## src/sv/wtsp_pkg.sv

```systemverilog
`default_nettype none
package wtsp_pkg;

  // register indexes on the configuration port
  localparam logic [2:0] REG_CAMERA_X      = 3'd0;
  localparam logic [2:0] REG_CAMERA_Y      = 3'd1;
  localparam logic [2:0] REG_CAMERA_Z      = 3'd2;
  localparam logic [2:0] REG_VIEW_YAW      = 3'd3;
  localparam logic [2:0] REG_VIEW_PITCH    = 3'd4;
  localparam logic [2:0] REG_SCREEN_WIDTH  = 3'd5;
  localparam logic [2:0] REG_SCREEN_HEIGHT = 3'd6;
  localparam logic [2:0] REG_FIELD_OF_VIEW = 3'd7;

  // quarter-wave sine polynomial, Q30
  localparam logic [30:0] SIN_A = 31'd1686629713;
  localparam logic [30:0] SIN_B = 31'd688904866;
  localparam logic [30:0] SIN_C = 31'd76016977;
  localparam logic [16:0] QUARTER = 17'd32768;

  localparam int DEP_W = 42;   // depth in Q.24
  localparam int MAG_W = 43;   // magnitude of right/up in Q.24
  localparam int QT_W  = 48;   // ratio magnitude
  localparam int K_W   = 62;   // projection scale

  // depth * 10 >= 2^38
  localparam logic signed [58:0] VIS_MIN = 59'sd27487790695;

  typedef struct packed {
    logic                  ready;
    logic signed [23:0]    camera_x;
    logic signed [23:0]    camera_y;
    logic signed [23:0]    camera_z;
    logic signed [31:0]    fx;
    logic signed [31:0]    fy;
    logic signed [31:0]    sp;
    logic signed [31:0]    cy;
    logic signed [31:0]    sy;
    logic signed [31:0]    ux;
    logic signed [31:0]    uy;
    logic signed [31:0]    cp;
    logic [K_W-1:0]        k;
    logic [15:0]           centre_x;
    logic [15:0]           centre_y;
  } cam_t;

endpackage
`default_nettype wire

```

## src/sv/wtsp_setup.sv

```systemverilog
`default_nettype none
module wtsp_setup import wtsp_pkg::*; (
  input  logic        clk,
  input  logic        rst,
  input  logic        cfg_we,
  input  logic [2:0]  cfg_index,
  input  logic [23:0] cfg_data,
  output cam_t        cam
);

  localparam logic [2:0] ST_IDLE  = 3'd0;
  localparam logic [2:0] ST_SIN   = 3'd1;
  localparam logic [2:0] ST_BASIS = 3'd2;
  localparam logic [2:0] ST_KNUM  = 3'd3;
  localparam logic [2:0] ST_DIV   = 3'd4;

  logic signed [23:0] camera_x, camera_y, camera_z;
  logic [15:0] view_yaw, view_pitch;
  logic [12:0] screen_width, screen_height;
  logic [14:0] field_of_view;

  logic [2:0]  state, idx, sub;
  logic [5:0]  cnt;
  logic [1:0]  q;
  logic [15:0] u;
  logic [30:0] z2, t;
  logic signed [31:0] sy, cy, sp, cp, sh, ch;
  logic signed [31:0] fx, fy, ux, uy;
  logic [K_W-1:0] knum;
  logic [31:0] rem;
  logic [30:0] dv;

  logic [16:0] fov_ang, ang_base, ang;
  logic signed [32:0] mul_a, mul_b;
  logic signed [65:0] prod;
  logic [65:0] pmag;
  logic [65:0] prnd;
  logic signed [31:0] basis_val;
  logic signed [31:0] sin_mag, sin_val;
  logic signed [31:0] sh_eff, ch_eff;
  logic [31:0] trial;
  logic ge;

  always_comb begin
    fov_ang = (field_of_view == 15'd0) ? 17'd1 : {2'b0, field_of_view};
    case (idx[2:1])
      2'd0:    ang_base = {view_yaw, 1'b0};
      2'd1:    ang_base = {view_pitch, 1'b0};
      default: ang_base = fov_ang;
    endcase
    ang = ang_base + (idx[0] ? QUARTER : 17'd0);
  end

  assign sh_eff = (sh < 32'sd1) ? 32'sd1 : sh;
  assign ch_eff = (ch < 32'sd0) ? 32'sd0 : ch;

  always_comb begin
    mul_a = '0;
    mul_b = '0;
    case (state)
      ST_SIN: begin
        case (sub)
          3'd1: begin
            mul_a = {17'b0, u};
            mul_b = {17'b0, u};
          end
          3'd2: begin
            mul_a = {2'b0, SIN_C};
            mul_b = {2'b0, z2};
          end
          3'd3: begin
            mul_a = {2'b0, t};
            mul_b = {2'b0, z2};
          end
          3'd4: begin
            mul_a = {2'b0, t};
            mul_b = {17'b0, u};
          end
          default: ;
        endcase
      end
      ST_BASIS: begin
        case (idx[1:0])
          2'd0: begin
            mul_a = {sy[31], sy};
            mul_b = {cp[31], cp};
          end
          2'd1: begin
            mul_a = {cy[31], cy};
            mul_b = {cp[31], cp};
          end
          2'd2: begin
            mul_a = {sp[31], sp};
            mul_b = {sy[31], sy};
          end
          default: begin
            mul_a = {sp[31], sp};
            mul_b = {cy[31], cy};
          end
        endcase
      end
      ST_KNUM: begin
        mul_a = {17'b0, screen_width, 3'b0};
        mul_b = {1'b0, ch_eff};
      end
      default: ;
    endcase
  end

  assign prod = mul_a * mul_b;

  // round half up by 30 bits, on the magnitude for negative products
  always_comb begin
    pmag = prod[65] ? 66'(-prod) : 66'(prod);
    prnd = prod[65] ? (pmag + 66'd536870911) : (pmag + 66'd536870912);
    basis_val = prod[65] ? -$signed(prnd[61:30]) : $signed(prnd[61:30]);
  end

  assign sin_mag = $signed(prod[46:15]);
  assign sin_val = q[1] ? -sin_mag : sin_mag;

  assign trial = {rem[30:0], knum[K_W-1]};
  assign ge    = trial >= {1'b0, dv};

  always_ff @(posedge clk) begin
    if (rst) begin
      camera_x      <= '0;
      camera_y      <= '0;
      camera_z      <= '0;
      view_yaw      <= '0;
      view_pitch    <= '0;
      screen_width  <= 13'd1024;
      screen_height <= 13'd768;
      field_of_view <= 15'd16384;
    end else if (cfg_we) begin
      unique case (cfg_index)
        REG_CAMERA_X:      camera_x      <= cfg_data;
        REG_CAMERA_Y:      camera_y      <= cfg_data;
        REG_CAMERA_Z:      camera_z      <= cfg_data;
        REG_VIEW_YAW:      view_yaw      <= cfg_data[15:0];
        REG_VIEW_PITCH:    view_pitch    <= cfg_data[15:0];
        REG_SCREEN_WIDTH:  screen_width  <= cfg_data[12:0];
        REG_SCREEN_HEIGHT: screen_height <= cfg_data[12:0];
        REG_FIELD_OF_VIEW: field_of_view <= cfg_data[14:0];
        default: ;
      endcase
    end
  end

  // recompute the camera terms after reset and after every write
  always_ff @(posedge clk) begin
    if (rst || cfg_we) begin
      state <= ST_SIN;
      idx   <= '0;
      sub   <= '0;
      cnt   <= '0;
    end else begin
      unique case (state)
        ST_SIN: begin
          sub <= sub + 3'd1;
          case (sub)
            3'd0: begin
              q <= ang[16:15];
              u <= ang[15] ? (16'd32768 - {1'b0, ang[14:0]}) : {1'b0, ang[14:0]};
            end
            3'd1: z2 <= prod[30:0];
            3'd2: t  <= SIN_B - prod[60:30];
            3'd3: t  <= SIN_A - prod[60:30];
            default: begin
              case (idx)
                3'd0:    sy <= sin_val;
                3'd1:    cy <= sin_val;
                3'd2:    sp <= sin_val;
                3'd3:    cp <= sin_val;
                3'd4:    sh <= sin_val;
                default: ch <= sin_val;
              endcase
              sub <= '0;
              if (idx == 3'd5) begin
                idx   <= '0;
                state <= ST_BASIS;
              end else begin
                idx <= idx + 3'd1;
              end
            end
          endcase
        end
        ST_BASIS: begin
          case (idx[1:0])
            2'd0:    fx <= basis_val;
            2'd1:    fy <= -basis_val;
            2'd2:    ux <= -basis_val;
            default: uy <= basis_val;
          endcase
          if (idx == 3'd3) begin
            state <= ST_KNUM;
          end
          idx <= idx + 3'd1;
        end
        ST_KNUM: begin
          knum  <= {prod[45:0], 16'b0};
          rem   <= '0;
          dv    <= sh_eff[30:0];
          cnt   <= '0;
          state <= ST_DIV;
        end
        ST_DIV: begin
          rem  <= ge ? (trial - {1'b0, dv}) : trial;
          knum <= {knum[K_W-2:0], ge};
          cnt  <= cnt + 6'd1;
          if (cnt == 6'(K_W - 1)) begin
            state <= ST_IDLE;
          end
        end
        default: state <= ST_IDLE;
      endcase
    end
  end

  always_comb begin
    cam.ready    = (state == ST_IDLE);
    cam.camera_x = camera_x;
    cam.camera_y = camera_y;
    cam.camera_z = camera_z;
    cam.fx       = fx;
    cam.fy       = fy;
    cam.sp       = sp;
    cam.cy       = cy;
    cam.sy       = sy;
    cam.ux       = ux;
    cam.uy       = uy;
    cam.cp       = cp;
    cam.k        = knum;
    cam.centre_x = {screen_width, 3'b0};
    cam.centre_y = {screen_height, 3'b0};
  end

  a_div_nonzero: assert property (@(posedge clk) disable iff (rst)
    state == ST_DIV |-> dv != 31'd0)
    else $error("scale divisor is zero");

  a_restart: assert property (@(posedge clk)
    cfg_we |=> state == ST_SIN && idx == 3'd0 && sub == 3'd0)
    else $error("write did not restart the camera setup");

endmodule
`default_nettype wire
```

## config.mk

```make
export PLATFORM = sky130hd
export DESIGN_NAME = wtsp_setup
export DESIGN_NICKNAME = d
export VERILOG_FILES = /design/src/sv/wtsp_pkg.sv /design/src/sv/wtsp_setup.sv
export SDC_FILE = /design/constraint.sdc
export NUM_CORES = 2
export LEC_CHECK = 0
export ABC_AREA = 1
export ABC_CLOCK_PERIOD_IN_PS = 35700
export BUFFER_PORTS_ARGS = -buffer_cell sky130_fd_sc_hd__buf_4
export CAP_MARGIN = 20
export CORE_AREA = 2 2 370 372
export CTS_CLUSTER_SIZE = 28
export DETAILED_ROUTE_END_ITERATION = 8
export DIE_AREA = 0 0 372 374
export PLACE_DENSITY = 0.8
export SYNTH_ARGS = -nofsm -noshare
export SYNTH_HDL_FRONTEND = slang
export SYNTH_SLANG_ARGS = --single-unit
```

## constraint.sdc

```tcl
create_clock -name clk -period 35.7 [get_ports clk]
set_input_delay 5.355 -clock clk [delete_from_list [all_inputs] [get_ports clk]]
set_output_delay 5.355 -clock clk [all_outputs]
set_load 0.05 [all_outputs]
```

-- Word level (Yosys, flattened, before mapping)
Index checks and enable logic that the tools add are counted.
- bits in registers: 684
- latch bits: 0
- memory bits (writable): 0
- ROM bits: 0
- input bits: 30
- output and inout bits: 423
- word-level logic and storage cells: 152
- memories: 0
- $add $sub $neg: 14
- $mul: 1
- div/mod/pow operators: 0
- $lt $le $gt $ge: 3
- equality and inequality tests: 28
- shifts and indexed selects: 0
- muxes and demuxes: 29
- bitwise logic cells: 4
- reduce and logical (&&, ||, !) cells: 43
- operators by type and width (kind ; number):
    case mux 33 bit (3 select lines) ; 2
    case mux 31 bit (2 select lines) ; 3
    case mux 33 bit (2 select lines) ; 2
    2-to-1 mux 62 bit ; 2
    case mux 62 bit (2 select lines) ; 1
    2-to-1 mux 32 bit ; 3
    negator 32 bit ; 3
    case mux 31 bit (3 select lines) ; 1
    multiplier 33 x 33 -> 66 bit ; 1
    adder 62 x 29 -> 62 bit (second input constant) ; 1
    adder 62 x 30 -> 62 bit (second input constant) ; 1
    negator 62 bit ; 1
    case mux 17 bit (2 select lines) ; 1
    greater-or-equal comparator 32 x 31 -> 1 bit ; 1
    < comparator 32 x 1 -> 1 bit (second input constant) ; 1
    < comparator 32 x 2 -> 1 bit (second input constant) ; 1
    2-to-1 mux 31 bit ; 1
    subtractor 30 x 31 -> 31 bit (first input constant) ; 1
    subtractor 31 bit ; 1
    subtractor 31 bit (first input constant) ; 1
    2-to-1 mux 15 bit ; 2
    AND reduction 4 bit ; 7
    equality test 3 x 2 -> 1 bit (second input constant) ; 8
    equality test 3 bit (second input constant) ; 8
    other kinds (26) ; 68

-- Logic depth before layout (Yosys ltp)
- word-level depth: 12
- mapped depth: 75
- gate-level depth less buffers: 71

-- Least setup slack after synthesis
Ideal clock, no wire load.
- path type: register to register
- from: reg idx[1]
- to: reg fy[29] (data pin)
- library setup time: 256 ps
- arrival: 11855 ps
- required time: 35444 ps
- setup slack: 23588 ps
- cell stages (with the launch flop): 60
- path buffers: 5
- clock period less this slack: 12112 ps
- cell sequence: dfxtp_1 > inv_1 > ha_1 > buf_2 > nor2_2 > clkbuf_1 > clkbuf_1 > a221oi_1 > nor2_1 > clkbuf_1 > nand2_1 > fa_1 > inv_1 > fa_1 > fa_1 > fa_1 > fa_1 > fa_1 > [... 24 more ...] > nand2_1 > nand2_2 > inv_1 > ha_1 > o21ai_0 > inv_1 > nor3_2 > nand2_1 > nor2_4 > nand2_2 > nor2_2 > nand3_2 > nor2_4 > nand2_4 > nor2_4 > nand2_1 > nand2_1 > nand2_1
- longest elaborated chain between the ends: 12
- elaborated cells between the ends (all ways): 17
- those cells by class: add/sub: 5; mul: 1; eq/ne: 2; mux: 7; reduce/logical: 2
- RTL lines (what ; line ; RTL):
    from (decl) ; wtsp_setup.sv:22 ; logic [2:0] state, idx, sub;
    from (signal assigned) ; wtsp_setup.sv:183 ; idx <= idx + 3'd1;
    from (signal assigned) ; wtsp_setup.sv:198 ; idx <= idx + 3'd1;
    equality test 2 x 1 -> 1 bit or zero test 2 bit (tied branches) ; wtsp_setup.sv:83 ; case (idx[1:0])
    OR reduction 2 bit (no source line) ; - ;
    case mux 33 bit (2 select lines) ; wtsp_setup.sv:83 ;
    case mux 33 bit (3 select lines) ; wtsp_setup.sv:60 ; case (state)
    multiplier 33 x 33 -> 66 bit (*) ; wtsp_setup.sv:110 ; assign prod = mul_a * mul_b;
    negator 62 bit ; wtsp_setup.sv:114 ; pmag = prod[65] ? 66'(-prod) : 66'(prod);
    2-to-1 mux 62 bit ; wtsp_setup.sv:114 ;
    adder 62 x 30 -> 62 bit or adder 62 x 29 -> 62 bit (tied branches) ; wtsp_setup.sv:115 ; prnd = prod[65] ? (pmag + 66'd536870911) : (pmag + 66'd536870912);
    2-to-1 mux 62 bit ; wtsp_setup.sv:115 ;
    negator 32 bit ; wtsp_setup.sv:116 ; basis_val = prod[65] ? -$signed(prnd[61:30]) : $signed(prnd[61:30]);
    2-to-1 mux 32 bit (*) ; wtsp_setup.sv:116 ;
    via basis_val[0] ; wtsp_setup.sv:38 ; logic signed [31:0] basis_val;
    negator 32 bit (*) ; wtsp_setup.sv:191 ; 2'd1: fy <= -basis_val;
    to (signal assigned) ; wtsp_setup.sv:191 ;
    to (decl) ; wtsp_setup.sv:28 ; logic signed [31:0] fx, fy, ux, uy;
The timed path passes the listed nets; every way through them passes the cells marked *.
A chain may end at the register's enable or synchronous reset.

-- Worst setup path after layout
Ends and elaborated chain as after synthesis.

==> results.json <==
{
  "outcome": "complete, but fails checks",
  "violations": "max-capacitance violations",
  "synth_top_area_share": 0.299,
  "muxShareOfSynthArea": 0.000266,
  "ir_drop_v": 0.0000355,
  "clkLatencyLatePin_ps": 670,
  "dp_cells": 11100,
  "synth_cell_type_count": 71,
  "post-place-ws_ps": 20440,
  "cpMostUsedCell": "nand2_1",
  "grt_pass1_wl_mm": 395,
  "placed_cell_area_sq_mm": 0.0807,
  "leakage_nw": 40.5,
  "drt-vias-per-instance": 5.76,
  "grt_pass1_vias": 65900,
  "path_delay_family": "adder cells",
  "final_antenna_net_count": 0,
  "period_minus_slack_ps": 15660,
  "fin_nets": 10800,
  "cap_violations": 1,
  "syn_inst": 9068,
  "vias": 64700,
  "dr.pass1.iters": 9,
  "synthXorXnorAreaFrac": 0.0183,
  "cp_max_fo": 136,
  "yosysTopAreaCell": "fa_1",
  "syn_area_sq_mm": 0.0753,
  "drt-initial-drc-count": 7146,
  "synth_edf_count": 523,
  "min_path_type": "flip-flop to flip-flop",
  "worst_pin_slew_ps": 1490,
  "hold_violations": 0,
  "ys_top_cells_by_area": "fa_1 30%, edfxtp_1 21%, nand2_1 11%",
  "dp_hpwl_mm": 207,
  "clk_pin_slew_ps": 60,
  "synth-simple-area-share": 0.222,
  "hold_buffers": 0,
  "syn_avg_cell_area_sq_um": 8.30,
  "arrival_ps": 16050,
  "start_kind": "flip-flop",
  "wl_per_cell_um": 23.1,
  "cts_setup_buffers": 0,
  "regToRegSetupSlack_ps": 20040,
  "yosysSeqAreaShare": 0.251,
  "syn_to_final_growth_pct": 10.4,
  "rsz0062_at_grt": "false",
  "h-tree-depth": 3,
  "die_h_um": 374,
  "clockBufferDepth": 3,
  "cts_tree": "done",
  "p_per_area_mw_per_mm2": 27.1,
  "postCtsResizedCells": 0,
  "synth-compound-area-share": 0.0552,
  "synth_seq_cells": 683,
  "grt_max_degree": 137,
  "rows": 135,
  "crit_path_top_delay_cell": "fa_1",
  "cts_made_buffers": 70,
  "wl_mm": 259,
  "power_mw": 2.25,
  "cp.required_ps": 36090,
  "setup-violations-final": 0,
  "antenna_found_initial": 15,
  "max_freq_mhz": 63.9,
  "place.gp.congestion": 1.03,
  "yosys_warnings": 0,
  "final_cell_area_sq_mm": 0.0831,
  "end_kind": "flip-flop",
  "holdWs_ps": 456,
  "dieArea_sq_mm": 0.139,
  "utilization": 0.616,
  "stdcell_count": 11200,
  "synthAdderAreaFrac": 0.344,
  "ctsRootBufferMaster": "clkbuf_16",
  "slew_violations": 0,
  "io_buffers": 446,
  "setup_slack_ps": 20040,
  "drive_gt1_frac": 0.112,
  "io_pins": 453,
  "die_width_um": 372,
  "setup_tns_ps": 0,
  "drc": 0,
  "maxSlewHeadroom": 0.00511,
  "async_flop_share": 0,
  "ys.flop_type": "edfxtp_1",
  "worst-path-buf-inv": 11,
  "max_stage_delay_ps": 1220,
  "start_util": 0.558,
  "synth_top_family_by_area": "adder cells",
  "grt-ovfl-total": 0,
  "fin_worst_skew_ps": 41.7,
  "core_sq_mm": 0.135,
  "cts.sinks": 683,
  "crit_type": "flip-flop to flip-flop",
  "fin_crit_sh": 0.439,
  "grt_util_all_layers": 0.377
}
[cell usage in the layout, fill, tap and decap left out, types with 160 or more instances in the layout]
master / instances
dfxtp_1: 160
a21oi_1: 188
buf_4: 572
nand2_1: 2154
fa_1: 1124
nand3_1: 330
ha_1: 272
nor2_1: 990
inv_1: 1750
o21ai_0: 344
edfxtp_1: 523
[cells in the mapped netlist, drive strengths merged, types with 2 or more instances]
cell    instances
fa           1124
o311ai          2
mux2i           2
ha            272
a21oi         196
nor4           17
nor2         1093
a32oi           6
a31o            7
dfxtp         160
o31ai           4
xor2          124
or2             7
nand4         101
nand3b         13
nand2        2296
buf            54
and2            5
xnor2          32
o21a            6
clkinv         22
a21boi          2
edfxtp        523
a31oi          24
a22oi          38
a311oi          2
a221oi         19
o22ai          11
a32o            2
clkbuf        278
o211ai          8
a211oi          4
nor3           56
a22o           19
inv          1801
o21bai         15
nand3         359
o21ai         355
[worst min-delay path, stage by stage, from the launching register on]
cell and delay, ps:
dfxtp_1 300, inv_1 60, a21oi_1 50
[cell type report]
class	instances	area, sq um
clock buffer	95	1990
multi-input combinational	6235	48400
inverter	1823	6840
sequential	683	18900
tap	1781	2230
antenna	11	27.5
fill	11400	51800
timing repair buffer	576	4360
clock inverter	35	404
[power by group]
group / leakage [nW] / internal (mW) / switching [mW]
Clock: 1.16 / 0.434 / 0.331
Combinational: 33.2 / 0.147 / 0.438
Sequential: 6.14 / 0.899 / 0.00513
Total: 40.5 / 1.48 / 0.773
[sequential cells by signal, summed over array words and instances (netlist names), 24 cells and up]
name      cells
knum         62
ch           32
cp           32
cy           32
fx           32
fy           32
sh           32
sp           32
sy           32
ux           32
uy           32
dv           31
rem          31
t            31
z2           31
camera_x     24
camera_y     24
camera_z     24
[layer usage]
layer | GRT usage | up-vias | share of wire
met1 | 0.484 | 31500 | 0.37
met5 | 0.00175 | - | 0.00056
li1 | - | 28300 | -
met4 | 0.219 | 14 | 0.071
met3 | 0.0973 | 939 | 0.11
met2 | 0.579 | 4000 | 0.45
[path summary, 6_finish.rpt]
kind / from / endpoint / cells after the start
hold reg to reg: view_yaw[2]$_SDFFE_PP0P_ / view_yaw[2]$_SDFFE_PP0P_ / 2
hold / removal: view_yaw[2]$_SDFFE_PP0P_ / view_yaw[2]$_SDFFE_PP0P_ / 2
setup reg to reg: idx[1]$_SDFFE_PP0P_ / fy[29]$_DFFE_PP_ / 59
setup / recovery: idx[1]$_SDFFE_PP0P_ / fy[29]$_DFFE_PP_ / 59
[cell families after synthesis]
family,Yosys count
AND/OR/NAND/NOR,3948
buffers and inverters,2155
adder cells (fa/ha/maj),1396
AO/OA/AOI/OAI,727
flip-flops,683
XOR/XNOR,156
multiplexers,2
other,1
Note: power is estimated with default switching activity, not from simulation.
